--- src/qts_pkg.sv ---
// qts_pkg: shared types and constants for the quintic trajectory sampler
// used by qts_ctrl, qts_datapath and quintic_trajectory_sampler; no dependencies
package qts_pkg;

   // number of polynomial coefficients c0..c5
   localparam int NUM_COEF = 6;
   // width of the result index field
   localparam int INDEX_WIDTH = 16;
   // width of the configuration register index
   localparam int CSR_INDEX_WIDTH = 3;

   // configuration register indexes
   localparam logic [CSR_INDEX_WIDTH-1:0] CSR_COEF_C0      = 3'd0;
   localparam logic [CSR_INDEX_WIDTH-1:0] CSR_COEF_C1      = 3'd1;
   localparam logic [CSR_INDEX_WIDTH-1:0] CSR_COEF_C2      = 3'd2;
   localparam logic [CSR_INDEX_WIDTH-1:0] CSR_COEF_C3      = 3'd3;
   localparam logic [CSR_INDEX_WIDTH-1:0] CSR_COEF_C4      = 3'd4;
   localparam logic [CSR_INDEX_WIDTH-1:0] CSR_COEF_C5      = 3'd5;
   localparam logic [CSR_INDEX_WIDTH-1:0] CSR_TIME_STEP    = 3'd6;
   localparam logic [CSR_INDEX_WIDTH-1:0] CSR_SAMPLE_COUNT = 3'd7;

   // horner schedule: rounds 0..4, coefficient c(4-round) added each round
   localparam logic [2:0] TOP_COEF   = 3'd4;
   localparam logic [2:0] LAST_ROUND = 3'd4;

   // evaluation lanes, one accumulator each
   typedef enum logic [1:0] {
      LANE_POS = 2'd0,
      LANE_VEL = 2'd1,
      LANE_ACC = 2'd2
   } lane_type;

   // small constant factors applied to a coefficient
   typedef enum logic [2:0] {
      SCALE_1  = 3'd0,
      SCALE_2  = 3'd1,
      SCALE_3  = 3'd2,
      SCALE_4  = 3'd3,
      SCALE_5  = 3'd4,
      SCALE_6  = 3'd5,
      SCALE_12 = 3'd6,
      SCALE_20 = 3'd7
   } scale_type;

   // commands from the controller to the datapath
   typedef struct packed {
      logic       accept;    // input transfer this cycle
      logic       init;      // past-end test and accumulator load
      logic       issue;     // start one horner step
      lane_type   lane;
      logic [2:0] coef_sel;
      scale_type  scale;
      logic       out_load;  // load result register, advance time
   } cmd_type;

   // status from the datapath to the controller
   typedef struct packed {
      logic past_end;
   } status_type;

endpackage

--- src/qts_ctrl.sv ---
// qts_ctrl: sequencer for the quintic trajectory sampler
// drives the horner schedule over the shared multiplier; uses qts_pkg
module qts_ctrl (
   input  logic                 clock,
   input  logic                 reset,
   input  logic                 req_tvalid,
   output logic                 req_tready,
   output logic                 rsp_tvalid,
   input  logic                 rsp_tready,
   input  qts_pkg::status_type  status,
   output qts_pkg::cmd_type     cmd
);

   typedef enum logic [4:0] {
      S_IDLE  = 5'b00001,
      S_INIT  = 5'b00010,
      S_RUN   = 5'b00100,
      S_DRAIN = 5'b01000,
      S_DONE  = 5'b10000
   } state_type;

   state_type          state_ff, state_in;
   logic [2:0]         round_ff, round_in;
   qts_pkg::lane_type  lane_ff, lane_in;
   logic               rsp_valid_ff, rsp_valid_in;
   logic               out_free;
   logic               lane_active;
   qts_pkg::scale_type scale_sel;

   assign out_free   = !rsp_valid_ff || rsp_tready;
   assign req_tready = (state_ff == S_IDLE);
   assign rsp_tvalid = rsp_valid_ff;

   // lane lengths: position 5 steps, velocity 4, acceleration 3
   always_comb begin
      lane_active = 1'b0;
      scale_sel   = qts_pkg::SCALE_1;
      case (lane_ff)
         qts_pkg::LANE_POS: begin
            lane_active = 1'b1;
            scale_sel   = qts_pkg::SCALE_1;
         end
         qts_pkg::LANE_VEL: begin
            lane_active = (round_ff < 3'd4);
            case (round_ff)
               3'd0:    scale_sel = qts_pkg::SCALE_4;
               3'd1:    scale_sel = qts_pkg::SCALE_3;
               3'd2:    scale_sel = qts_pkg::SCALE_2;
               default: scale_sel = qts_pkg::SCALE_1;
            endcase
         end
         qts_pkg::LANE_ACC: begin
            lane_active = (round_ff < 3'd3);
            case (round_ff)
               3'd0:    scale_sel = qts_pkg::SCALE_12;
               3'd1:    scale_sel = qts_pkg::SCALE_6;
               default: scale_sel = qts_pkg::SCALE_2;
            endcase
         end
         default: begin
            lane_active = 1'b0;
            scale_sel   = qts_pkg::SCALE_1;
         end
      endcase
   end

   // next state and commands
   always_comb begin
      state_in     = state_ff;
      round_in     = round_ff;
      lane_in      = lane_ff;
      rsp_valid_in = rsp_valid_ff && !rsp_tready;
      cmd          = '0;
      cmd.lane     = lane_ff;
      cmd.coef_sel = qts_pkg::TOP_COEF - round_ff;
      cmd.scale    = scale_sel;
      case (state_ff)
         S_IDLE: begin
            if (req_tvalid) begin
               cmd.accept = 1'b1;
               state_in   = S_INIT;
            end
         end
         S_INIT: begin
            cmd.init = 1'b1;
            round_in = '0;
            lane_in  = qts_pkg::LANE_POS;
            state_in = status.past_end ? S_DONE : S_RUN;
         end
         S_RUN: begin
            cmd.issue = lane_active;
            if (round_ff == qts_pkg::LAST_ROUND && lane_ff == qts_pkg::LANE_POS) begin
               state_in = S_DRAIN;
            end
            case (lane_ff)
               qts_pkg::LANE_POS: lane_in = qts_pkg::LANE_VEL;
               qts_pkg::LANE_VEL: lane_in = qts_pkg::LANE_ACC;
               default: begin
                  lane_in  = qts_pkg::LANE_POS;
                  round_in = round_ff + 3'd1;
               end
            endcase
         end
         S_DRAIN: begin
            state_in = S_DONE;
         end
         S_DONE: begin
            if (out_free) begin
               cmd.out_load = 1'b1;
               rsp_valid_in = 1'b1;
               state_in     = S_IDLE;
            end
         end
         default: begin
            state_in = S_IDLE;
         end
      endcase
   end

   always_ff @(posedge clock) begin
      if (reset) begin
         state_ff     <= S_IDLE;
         round_ff     <= '0;
         lane_ff      <= qts_pkg::LANE_POS;
         rsp_valid_ff <= 1'b0;
      end else begin
         state_ff     <= state_in;
         round_ff     <= round_in;
         lane_ff      <= lane_in;
         rsp_valid_ff <= rsp_valid_in;
      end
   end

endmodule

--- src/qts_datapath.sv ---
// qts_datapath: configuration registers, time and index state, shared
// multiplier with horner accumulators and the result register; uses qts_pkg
module qts_datapath #(
   parameter int COUNT_WIDTH = 16,
   parameter int COEF_WIDTH  = 32
) (
   input  logic                                  clock,
   input  logic                                  reset,
   input  logic                                  csr_valid,
   input  logic [qts_pkg::CSR_INDEX_WIDTH-1:0]   csr_index,
   input  logic [((COEF_WIDTH > 32) ? COEF_WIDTH : 32)-1:0] csr_wdata,
   input  logic                                  restart,
   input  qts_pkg::cmd_type                      cmd,
   output qts_pkg::status_type                   status,
   output logic signed [31:0]                    position,
   output logic signed [31:0]                    velocity,
   output logic signed [31:0]                    acceleration,
   output logic [qts_pkg::INDEX_WIDTH-1:0]       index_out,
   output logic                                  final_sample,
   output logic                                  past_end
);

   localparam int SW  = (COEF_WIDTH + 5 > 33) ? COEF_WIDTH + 5 : 33;
   localparam int CW1 = COUNT_WIDTH + 1;
   localparam int IXW = qts_pkg::INDEX_WIDTH;

   logic signed [COEF_WIDTH-1:0] coef_ff [qts_pkg::NUM_COEF];
   logic [31:0]                  step_ff;
   logic [COUNT_WIDTH-1:0]       count_ff;
   logic [31:0]                  time_ff;
   logic [COUNT_WIDTH-1:0]       index_ff;
   logic                         pe_ff;
   logic signed [31:0]           acc_ff [3];
   logic signed [39:0]           prod_ff;
   logic signed [31:0]           k_ff;
   logic                         wb_valid_ff;
   qts_pkg::lane_type            wb_lane_ff;
   logic signed [31:0]           pos_ff, vel_ff, accel_ff;
   logic [IXW-1:0]               index_out_ff;
   logic                         final_ff, past_end_ff;

   logic signed [31:0]           acc_sel;
   logic signed [32:0]           time_s;
   logic signed [63:0]           full_prod;
   logic signed [40:0]           sum;
   logic signed [31:0]           sum_sat;
   logic [COUNT_WIDTH+IXW-1:0]   index_wide;
   logic                         is_final;

   // coefficient times a small constant, saturated to 32 bits
   function automatic logic signed [31:0] scale_sat(input logic signed [COEF_WIDTH-1:0] c,
                                                    input qts_pkg::scale_type s);
      logic signed [SW-1:0] x;
      logic signed [SW-1:0] y;
      x = SW'(c);
      case (s)
         qts_pkg::SCALE_1:  y = x;
         qts_pkg::SCALE_2:  y = x <<< 1;
         qts_pkg::SCALE_3:  y = (x <<< 1) + x;
         qts_pkg::SCALE_4:  y = x <<< 2;
         qts_pkg::SCALE_5:  y = (x <<< 2) + x;
         qts_pkg::SCALE_6:  y = (x <<< 2) + (x <<< 1);
         qts_pkg::SCALE_12: y = (x <<< 3) + (x <<< 2);
         qts_pkg::SCALE_20: y = (x <<< 4) + (x <<< 2);
         default:           y = x;
      endcase
      if (y[SW-1:31] == {(SW-31){y[31]}}) begin
         return y[31:0];
      end else if (y[SW-1]) begin
         return 32'sh8000_0000;
      end else begin
         return 32'sh7fff_ffff;
      end
   endfunction

   assign status.past_end = (index_ff >= count_ff);

   // multiply stage: accumulator times time, floor shift by 24
   assign acc_sel   = acc_ff[cmd.lane];
   assign time_s    = $signed({1'b0, time_ff});
   assign full_prod = 64'(acc_sel) * 64'(time_s);

   // add stage with saturation
   assign sum = 41'(prod_ff) + 41'(k_ff);
   always_comb begin
      if (sum[40:31] == {10{sum[31]}}) begin
         sum_sat = sum[31:0];
      end else if (sum[40]) begin
         sum_sat = 32'sh8000_0000;
      end else begin
         sum_sat = 32'sh7fff_ffff;
      end
   end

   assign index_wide = {{IXW{1'b0}}, index_ff};
   assign is_final   = (CW1'(index_ff) + CW1'(1)) == CW1'(count_ff);

   // configuration registers
   always_ff @(posedge clock) begin
      if (reset) begin
         for (int i = 0; i < qts_pkg::NUM_COEF; i++) begin
            coef_ff[i] <= '0;
         end
         step_ff  <= '0;
         count_ff <= '0;
      end else if (csr_valid) begin
         case (csr_index)
            qts_pkg::CSR_COEF_C0:      coef_ff[0] <= csr_wdata[COEF_WIDTH-1:0];
            qts_pkg::CSR_COEF_C1:      coef_ff[1] <= csr_wdata[COEF_WIDTH-1:0];
            qts_pkg::CSR_COEF_C2:      coef_ff[2] <= csr_wdata[COEF_WIDTH-1:0];
            qts_pkg::CSR_COEF_C3:      coef_ff[3] <= csr_wdata[COEF_WIDTH-1:0];
            qts_pkg::CSR_COEF_C4:      coef_ff[4] <= csr_wdata[COEF_WIDTH-1:0];
            qts_pkg::CSR_COEF_C5:      coef_ff[5] <= csr_wdata[COEF_WIDTH-1:0];
            qts_pkg::CSR_TIME_STEP:    step_ff    <= csr_wdata[31:0];
            qts_pkg::CSR_SAMPLE_COUNT: count_ff   <= csr_wdata[COUNT_WIDTH-1:0];
            default:                   step_ff    <= step_ff;
         endcase
      end
   end

   // time and sample index
   always_ff @(posedge clock) begin
      if (reset) begin
         time_ff  <= '0;
         index_ff <= '0;
      end else if (cmd.accept && restart) begin
         time_ff  <= '0;
         index_ff <= '0;
      end else if (cmd.out_load && !pe_ff) begin
         time_ff  <= time_ff + step_ff;
         index_ff <= index_ff + COUNT_WIDTH'(1);
      end
   end

   // pipeline control bits
   always_ff @(posedge clock) begin
      if (reset) begin
         wb_valid_ff <= 1'b0;
         pe_ff       <= 1'b0;
      end else begin
         wb_valid_ff <= cmd.issue;
         if (cmd.init) begin
            pe_ff <= status.past_end;
         end
      end
   end

   // multiplier and coefficient registers
   always_ff @(posedge clock) begin
      wb_lane_ff <= cmd.lane;
      prod_ff    <= full_prod[63:24];
      k_ff       <= scale_sat(coef_ff[cmd.coef_sel], cmd.scale);
   end

   // accumulators: start from the scaled top coefficient, then horner steps
   always_ff @(posedge clock) begin
      if (cmd.init) begin
         acc_ff[qts_pkg::LANE_POS] <= scale_sat(coef_ff[5], qts_pkg::SCALE_1);
         acc_ff[qts_pkg::LANE_VEL] <= scale_sat(coef_ff[5], qts_pkg::SCALE_5);
         acc_ff[qts_pkg::LANE_ACC] <= scale_sat(coef_ff[5], qts_pkg::SCALE_20);
      end else if (wb_valid_ff) begin
         acc_ff[wb_lane_ff] <= sum_sat;
      end
   end

   // result register
   always_ff @(posedge clock) begin
      if (cmd.out_load) begin
         if (pe_ff) begin
            pos_ff       <= '0;
            vel_ff       <= '0;
            accel_ff     <= '0;
            index_out_ff <= '0;
            final_ff     <= 1'b0;
            past_end_ff  <= 1'b1;
         end else begin
            pos_ff       <= acc_ff[qts_pkg::LANE_POS];
            vel_ff       <= acc_ff[qts_pkg::LANE_VEL];
            accel_ff     <= acc_ff[qts_pkg::LANE_ACC];
            index_out_ff <= index_wide[IXW-1:0];
            final_ff     <= is_final;
            past_end_ff  <= 1'b0;
         end
      end
   end

   assign position     = pos_ff;
   assign velocity     = vel_ff;
   assign acceleration = accel_ff;
   assign index_out    = index_out_ff;
   assign final_sample = final_ff;
   assign past_end     = past_end_ff;

endmodule

--- src/quintic_trajectory_sampler.sv ---
// quintic_trajectory_sampler: top level joining qts_ctrl and qts_datapath; uses qts_pkg
// Sequence: accept, load (INIT), the horner schedule (RUN), drain and hand-off (DONE);
// a past-end request skips the schedule and goes from load straight to hand-off. One
// request at a time: the horner schedule on the single 32x33 multiplier, plus load, drain and hand-off, sets this.
// Reset: synchronous, active high; clears coefficients, step, count, time,
// index and all control state.
module quintic_trajectory_sampler #(
   parameter int COUNT_WIDTH = 16,
   parameter int COEF_WIDTH  = 32
) (
   input  logic                                clock,
   input  logic                                reset,
   // configuration write channel
   input  logic                                csr_valid,
   output logic                                csr_ready,
   input  logic [qts_pkg::CSR_INDEX_WIDTH-1:0] csr_index,
   input  logic [((COEF_WIDTH > 32) ? COEF_WIDTH : 32)-1:0] csr_wdata,
   // sample requests
   input  logic                                req_tvalid,
   output logic                                req_tready,
   input  logic [7:0]                          req_tdata,  // restart[0]
   // samples
   output logic                                rsp_tvalid,
   input  logic                                rsp_tready,
   // position[31:0], velocity[63:32], acceleration[95:64], index_out[111:96]
   output logic [111:0]                        rsp_tdata,
   output logic                                rsp_tlast,  // final_sample
   output logic                                rsp_tuser   // past_end
);

   qts_pkg::cmd_type    cmd;
   qts_pkg::status_type status;
   logic signed [31:0]  position, velocity, acceleration;
   logic [qts_pkg::INDEX_WIDTH-1:0] index_out;

   assign csr_ready = 1'b1;

   // sequencer
   qts_ctrl u_ctrl (
      .clock      (clock),
      .reset      (reset),
      .req_tvalid (req_tvalid),
      .req_tready (req_tready),
      .rsp_tvalid (rsp_tvalid),
      .rsp_tready (rsp_tready),
      .status     (status),
      .cmd        (cmd)
   );

   // arithmetic and state
   qts_datapath #(
      .COUNT_WIDTH (COUNT_WIDTH),
      .COEF_WIDTH  (COEF_WIDTH)
   ) u_datapath (
      .clock        (clock),
      .reset        (reset),
      .csr_valid    (csr_valid),
      .csr_index    (csr_index),
      .csr_wdata    (csr_wdata),
      .restart      (req_tdata[0]),
      .cmd          (cmd),
      .status       (status),
      .position     (position),
      .velocity     (velocity),
      .acceleration (acceleration),
      .index_out    (index_out),
      .final_sample (rsp_tlast),
      .past_end     (rsp_tuser)
   );

   assign rsp_tdata = {index_out, acceleration, velocity, position};

   // a past-end sample carries zero values and never closes a run
   a_past_end_zero: assert property (@(posedge clock) disable iff (reset)
      (rsp_tvalid && rsp_tuser) |-> (rsp_tdata == '0 && !rsp_tlast))
      else $error("past-end sample with non-zero payload");

   // one request in flight: no second transfer right after an accepted one
   a_single_item: assert property (@(posedge clock) disable iff (reset)
      (req_tvalid && req_tready) |=> !req_tready)
      else $error("request accepted while busy");

   // no result appears directly after an accepted request while none is pending
   a_min_latency: assert property (@(posedge clock) disable iff (reset)
      (req_tvalid && req_tready && !rsp_tvalid) |=> !rsp_tvalid)
      else $error("result appeared too early");

endmodule

--- config.mk ---
export PLATFORM = sky130hd
export DESIGN_NAME = quintic_trajectory_sampler
export DESIGN_NICKNAME = d
export VERILOG_FILES = /design/src/qts_pkg.sv /design/src/qts_ctrl.sv /design/src/qts_datapath.sv /design/src/quintic_trajectory_sampler.sv
export SDC_FILE = /design/constraint.sdc
export NUM_CORES = 2
export LEC_CHECK = 0
export BUFFER_PORTS_ARGS = -buffer_cell sky130_fd_sc_hd__buf_2
export CAP_MARGIN = 5
export CORE_MARGIN = 10
export CORE_UTILIZATION = 55
export DETAILED_ROUTE_END_ITERATION = 10
export PLACE_DENSITY = 0.71
export SLEW_MARGIN = 20
export SYNTH_ARGS = -nofsm -noshare
export SYNTH_HDL_FRONTEND = slang
export SYNTH_SLANG_ARGS = --single-unit
--- constraint.sdc ---
create_clock -name clock -period 12.23 [get_ports clock]
set_clock_uncertainty 0.15 [all_clocks]
set_input_delay 0 -clock clock [delete_from_list [all_inputs] [get_ports clock]]
set_output_delay 0 -clock clock [all_outputs]
set_load 0.005 [all_outputs]
== Word level (Yosys, flattened, before mapping) ==
Memories as Yosys holds them, arrays and structs flattened. A register that Yosys moved wholly into a read port is not among the register bits.
Index checks and enable logic that the tools add are counted.

* Register bits: 201
* Bits of input ports: 48
* Logic and storage cells: 177
* Bits in writable memories: 288
* Output and inout bits: 117
* Memories kept: 2

* $lt $le $gt $ge: 3
* Add/subtract/negate cells: 13
* Equality and inequality tests: 34
* Muxes and demuxes: 80
* Reduce and logical (&&, ||, !) cells: 21
* Multipliers: 1
* Bitwise operators: 7

{| class="wikitable"
|+ Memories
! memory !! words !! bits a word !! read ports !! clocked after Yosys merged registers in !! wr ports !! RTL line !! RTL
|-
| u_datapath.coef_ff || 6 || 32 || 2 || 0 || 6 || qts_datapath.sv:27 || <nowiki>logic signed [COEF_WIDTH-1:0] coef_ff [qts_pkg::NUM_COEF];</nowiki>
|-
| u_datapath.acc_ff || 3 || 32 || 4 || 4 || 3 || qts_datapath.sv:33 || <nowiki>logic signed [31:0] acc_ff [3];</nowiki>
|}

{| class="wikitable"
|+ Operators with widths
! kind !! count
|-
| 2-to-1 mux 32 bit || 20
|-
| one-hot mux 37 bit (8 select lines) || 1
|-
| 2-to-1 mux 37 bit || 3
|-
| adder 36 x 34 -> 37 bit || 2
|-
| adder 34 x 32 -> 35 bit || 2
|-
| multiplier 32 x 33 -> 64 bit || 1
|-
| adder 40 x 32 -> 41 bit || 1
|-
| 2-to-1 mux 1 bit || 40
|-
| adder 35 x 34 -> 36 bit || 1
|-
| adder 34 x 33 -> 35 bit || 1
|-
| adder 33 x 32 -> 34 bit || 1
|-
| adder 32 bit || 1
|-
| OR reduction 32 bit || 1
|-
| equality test 3 bit (second input constant) || 9
|-
| one-hot mux 5 bit (5 select lines) || 1
|-
| equality test 5 bit || 4
|-
| 2-to-1 mux 5 bit || 4
|-
| one-hot mux 3 bit (2 select lines) || 3
|-
| adder 16 x 1 -> 17 bit (second input constant) || 1
|-
| equality test 17 x 16 -> 1 bit || 1
|-
| adder 16 x 1 -> 16 bit (second input constant) || 1
|-
| greater-or-equal comparator 16 bit || 1
|-
| equality test 3 x 2 -> 1 bit (second input constant) || 5
|-
| equality test 3 x 1 -> 1 bit (second input constant) || 3
|-
| other kinds (30) || 51
|}

== Logic depth before layout (Yosys ltp) ==
* Word-level depth: 7
* Mapped depth: 33
* Gate-level depth less buffers: 30

== Modules after synthesis ==
From an unflattened synthesis, not the netlist that was laid out.

* Cells, all modules: 7,186
* Area, all modules: 69,635.5 sq um

{| class="wikitable"
|+ By module, submodules not included
! module !! cells an instance !! area each (sq um) !! seq. area each (sq um) !! times used
|-
| qts_datapath || 7,073 || 68,737.2 || 16,475.8 || 1
|-
| qts_ctrl || 111 || 887.1 || 220.2 || 1
|-
| quintic_trajectory_sampler || 2 || 11.3 || 0.0 || 1
|}

== Least setup slack after synthesis ==
Ideal clock, no wire load.

* Path kind: register to register
* Start: register (tool-made name)
* End: register u_datapath.prod_ff[23]
* Slack: 2.772 ns
* Clock period less this slack: 9.458 ns
* Data required time: 12.008 ns
* Arrival time: 9.236 ns
* Path buffers: 3
* Stages on the path, launching flop included: 32
* Library setup time: 0.072 ns
* Path through: dfxtp_1 -> clkbuf_1 -> buf_1 -> mux4_2 -> clkbuf_1 -> and2_1 -> fa_1 -> fa_1 -> fa_1 -> inv_1 -> fa_1 -> inv_1 -> fa_1 -> inv_1 -> fa_1 -> inv_1 -> fa_1 -> inv_1 -> fa_1 -> inv_1 -> ha_1 -> a21o_1 -> a2111o_1 -> a221o_1 -> a31oi_1 -> o31ai_1 -> a41o_1 -> or2_1 -> a211o_1 -> a21o_1 -> a311oi_1 -> xnor2_1

{| class="wikitable"
|+ RTL lines
! element !! RTL line !! RTL
|-
| to (signal assigned) || qts_datapath.sv:151 || <nowiki>prod_ff <= full_prod[63:24];</nowiki>
|-
| to (decl) || qts_datapath.sv:34 || <nowiki>logic signed [39:0] prod_ff;</nowiki>
|}

==> results.sh <==
export IMPL_r2r_slack_ns=1.24
export IMPL_highest_layer="met4"
export IMPL_multiInputGateArea_um2=46400
export IMPL_setup_viol=0
export IMPL_h_tree_depth=3
export IMPL_syn_cell_area_um2=68230
export IMPL_outcome="finished clean"
export IMPL_antenna_found_initial=3
export IMPL_cts_buffers=66
export IMPL_synthArstFlopShare_pct=0
export IMPL_grt_max_degree=75
export IMPL_ant_nets=0
export IMPL_cp_depth=28
export IMPL_slew_headroom_pct=18.88
export IMPL_grt_pass1_wl_um=312200
export IMPL_grt_pass1_vias=53165
export IMPL_chipHeight_um=372.2
export IMPL_cts_hold_buf=80
export IMPL_floorplan_initialDensity_pct=55.26
export IMPL_ctsLongestPathBuffers=3
export IMPL_critPathKind="reg2reg"
export IMPL_synth_cells=6924
export IMPL_post_cts_setup_buffers=0
export IMPL_path_buf_inv=6
export IMPL_cellPowerDensity_nw_per_um2=71.42
export IMPL_ys_types=89
export IMPL_cts_sinks=619
export IMPL_timing_setup_tns_ns=0
export IMPL_end_kind="register"
export IMPL_total_power_uw=5244
export IMPL_hold_viol_final=0
export IMPL_critPathMaxStageDelay_ns=1.01
export IMPL_slowest_stage="mux4_2"
export IMPL_drive_gt1_share_pct=7.389
export IMPL_fin_crit_ns=10.99
export IMPL_io_buffers=156
export IMPL_cp_top_family="adder cells"
export IMPL_fin_crit_sh_pct=89.89
export IMPL_io_pins=165
export IMPL_endpoint="u_datapath.prod_ff[28]$_DFF_P_"
export IMPL_avgSynthCellArea_um2=9.854
export IMPL_via_count=51333
export IMPL_met2_wirelength_um=92150
export IMPL_wl_per_cell_um=23.31
export IMPL_ys_warn_count=0
export IMPL_die_w_um=372.2
export IMPL_cp_start_kind="register"
export IMPL_drtIter0Drc=4453
export IMPL_areaGrowthSynthToFinish_pct=7.618
export IMPL_fmax_ghz=0.09096
export IMPL_ys_seq_elements=619
export IMPL_die_area_um2=138500
export IMPL_crit_arrival_ns=11.36
export IMPL_clk_pin_slew_ns=0.06
export IMPL_synth_edf_count=434
export IMPL_nNetsFinal=8390
export IMPL_crit_top_cell="fa_1"
export IMPL_crit_required_ns=12.59
export IMPL_route_detailed_drc=0
export IMPL_met1Wirelength_um=80550
export IMPL_synth_ff_type="edfxtp_1"
export IMPL_clock_root_buffer="clkbuf_16"
export IMPL_cts_tree="yes"
export IMPL_syn_num_nets=8350
export IMPL_routabilityCongestion=0.9883
export IMPL_leakage_uw=0.03333
export IMPL_wl_um=201600
export IMPL_n_fill_cell=10299
export IMPL_r2r_end="u_datapath.prod_ff[28]$_DFF_P_"
export IMPL_cts_resized_gates=0
export IMPL_clkLatencyLatePin_ns=0.64
export IMPL_first_pass_iters=6
export IMPL_overflow=0
export IMPL_worstRegToRegCells=28
export IMPL_dr_wl_met3_um=19740
export IMPL_hold_class="in2reg"
export IMPL_fin_cells=8648
export IMPL_rsz0062_at_grt="no"
export IMPL_max_slew_worst_pin_slew_ns=1.209
export IMPL_ys_seq_area_share_pct=24.53
export IMPL_cap_violations=0
export IMPL_seqCellArea_um2=16750
export IMPL_ir_worst_vdd_uv=122.8
export IMPL_groute_usage_overall_pct=29.26
export IMPL_via_per_inst=5.936
export IMPL_core_area_um2=123500
export IMPL_dp_cells=8452
export IMPL_placed_cell_area_um2=70480
export IMPL_stdcell_area_um2=73430
export IMPL_hpwl_um=150200
export IMPL_cp_max_fo=32
export IMPL_finalMaxSlewViolations=0
export IMPL_num_rows=129
## worst min-delay path by stage
stage	startpoint	end	slack, ns	cells after the start
2_1_floorplan	req_tvalid	u_ctrl.state_ff[1]$_SDFFE_PP0P_	-0.04	2
3_3_place_gp	req_tvalid	u_ctrl.state_ff[1]$_SDFFE_PP0P_	0.12	3
3_5_place_dp	req_tvalid	u_ctrl.state_ff[1]$_SDFFE_PP0P_	0.12	3
4_1_cts	csr_wdata[29]	u_datapath.coef_ff[0][29]$_SDFFCE_PN0P_	0.14	3
5_1_grt	csr_wdata[29]	u_datapath.coef_ff[0][29]$_SDFFCE_PN0P_	0.17	3
6_report	csr_wdata[29]	u_datapath.coef_ff[0][29]$_SDFFCE_PN0P_	0.17	3
## logic make-up after synthesis
family	count (synthesis)	share of synthesized area (%)
AND/OR/NAND/NOR	2191	16.57
adder cells (fa/ha/maj)	1378	35.18
buffers and inverters	1359	7.605
AO/OA/AOI/OAI	1008	9.947
flip-flops	619	24.53
XOR/XNOR	223	2.863
multiplexers	145	3.294
other	1	0.005496
## worst reg2reg max path: cells and delay by family (launching register included)
| kind | cells | cell delay (ns) |
|---|---|---|
| XOR/XNOR | 1 | 0.14 |
| flip-flops | 1 | 0.98 |
| adder cells (fa/ha/maj) | 9 | 4.23 |
| AO/OA/AOI/OAI | 9 | 3.14 |
| multiplexers | 1 | 1.02 |
| buffers and inverters | 6 | 0.30 |
| AND/OR/NAND/NOR | 2 | 0.94 |
## layer usage
layer  vias to the layer above  track usage, %
li1                      22628               -
met2                      2406           46.81
met3                       486           6.405
met4                         0           11.47
met5                         -               0
met1                     25813           38.69
## sequential cells by signal (all words and copies together), names as in the netlist, 2 cells and up, named ones only
name                   flops
u_datapath.k_ff           32
rsp_tdata                 96
u_datapath.coef_ff       192
u_datapath.index_ff       16
u_ctrl.lane_ff             2
u_datapath.index_out      16
u_ctrl.state_ff            5
u_ctrl.round_ff            3
u_datapath.step_ff        32
u_datapath.acc_ff        128
u_datapath.time_ff        32
u_datapath.wb_lane_ff      2
u_datapath.prod_ff        40
u_datapath.count_ff       16
## per-stage QoR
step | util (%) | hold slack [ns] | setup slack (ns)
after floorplan | - | -0.03621 | 2.772
after global placement | 57.08 | 0.1202 | 1.404
after detailed placement | 57.08 | 0.1246 | 1.304
after CTS | 59.44 | 0.1377 | 1.304
after global routing | 59.46 | 0.1671 | 0.9049
final | 59.47 | 0.1651 | 1.236
## layout by cell type, fill, tap and decap left out, drive strengths merged, types with 33 or more instances in the layout
master	count
a211oi	45
a21o	135
a21oi	303
a221o	48
a31oi	54
and2	843
buf	264
clkbuf	79
dfxtp	185
dlygate4sd3	80
edfxtp	434
fa	901
ha	477
inv	994
mux2i	76
mux4	63
nand2	733
nand3	57
nor2	214
nor2b	132
nor3	47
o21a	33
o21ai	156
xnor2	138
xor2	85
## power by group
part	switching, uW	internal, uW
logic	565	315
clock network	885	1110
registers	59.0	2310
## synthesized netlist by cell type (16+ instances only)
cell        n  area [um2]
inv_1     986        3701
fa_1      901       18040
and2_1    843        5274
nand2_1   733        2751
ha_1      477        5968
edfxtp_1  434       13030
clkbuf_1  330        1239
a21oi_1   303        1516
nor2_1    213       799.5
dfxtp_1   185        3704
o21ai_0   153       765.7
xnor2_1   138        1209
a21o_1    135        1013
nor2b_1   132       825.8
xor2_1     85       744.5
mux2i_1    76       760.7
mux4_2     63        1419
nand3_1    57       285.3
a31oi_1    53       331.6
a221o_1    48       480.5
nor3_1     46       230.2
a211oi_1   34       255.2
o21a_1     33       247.7
nand2b_1   31       193.9
nand4_1    30       187.7
a221oi_1   29       254.0
and3_1     28       175.2
o211ai_1   28       210.2
buf_2      22       110.1
o21bai_1   22       165.2
or2_2      18       112.6
or3_1      17       106.4
o31ai_1    16       120.1
## layout make-up
class | instances | area share [%]
Inverter | 987 | 5.046
Tap cell | 1637 | 2.790
Multi-Input combinational cell | 4946 | 63.19
Sequential cell | 619 | 22.81
Timing Repair Buffer | 344 | 3.285
Clock buffer | 79 | 2.343
Clock inverter | 35 | 0.5283
Antenna cell | 1 | 0.003408
(Power assumes the default switching activity.)
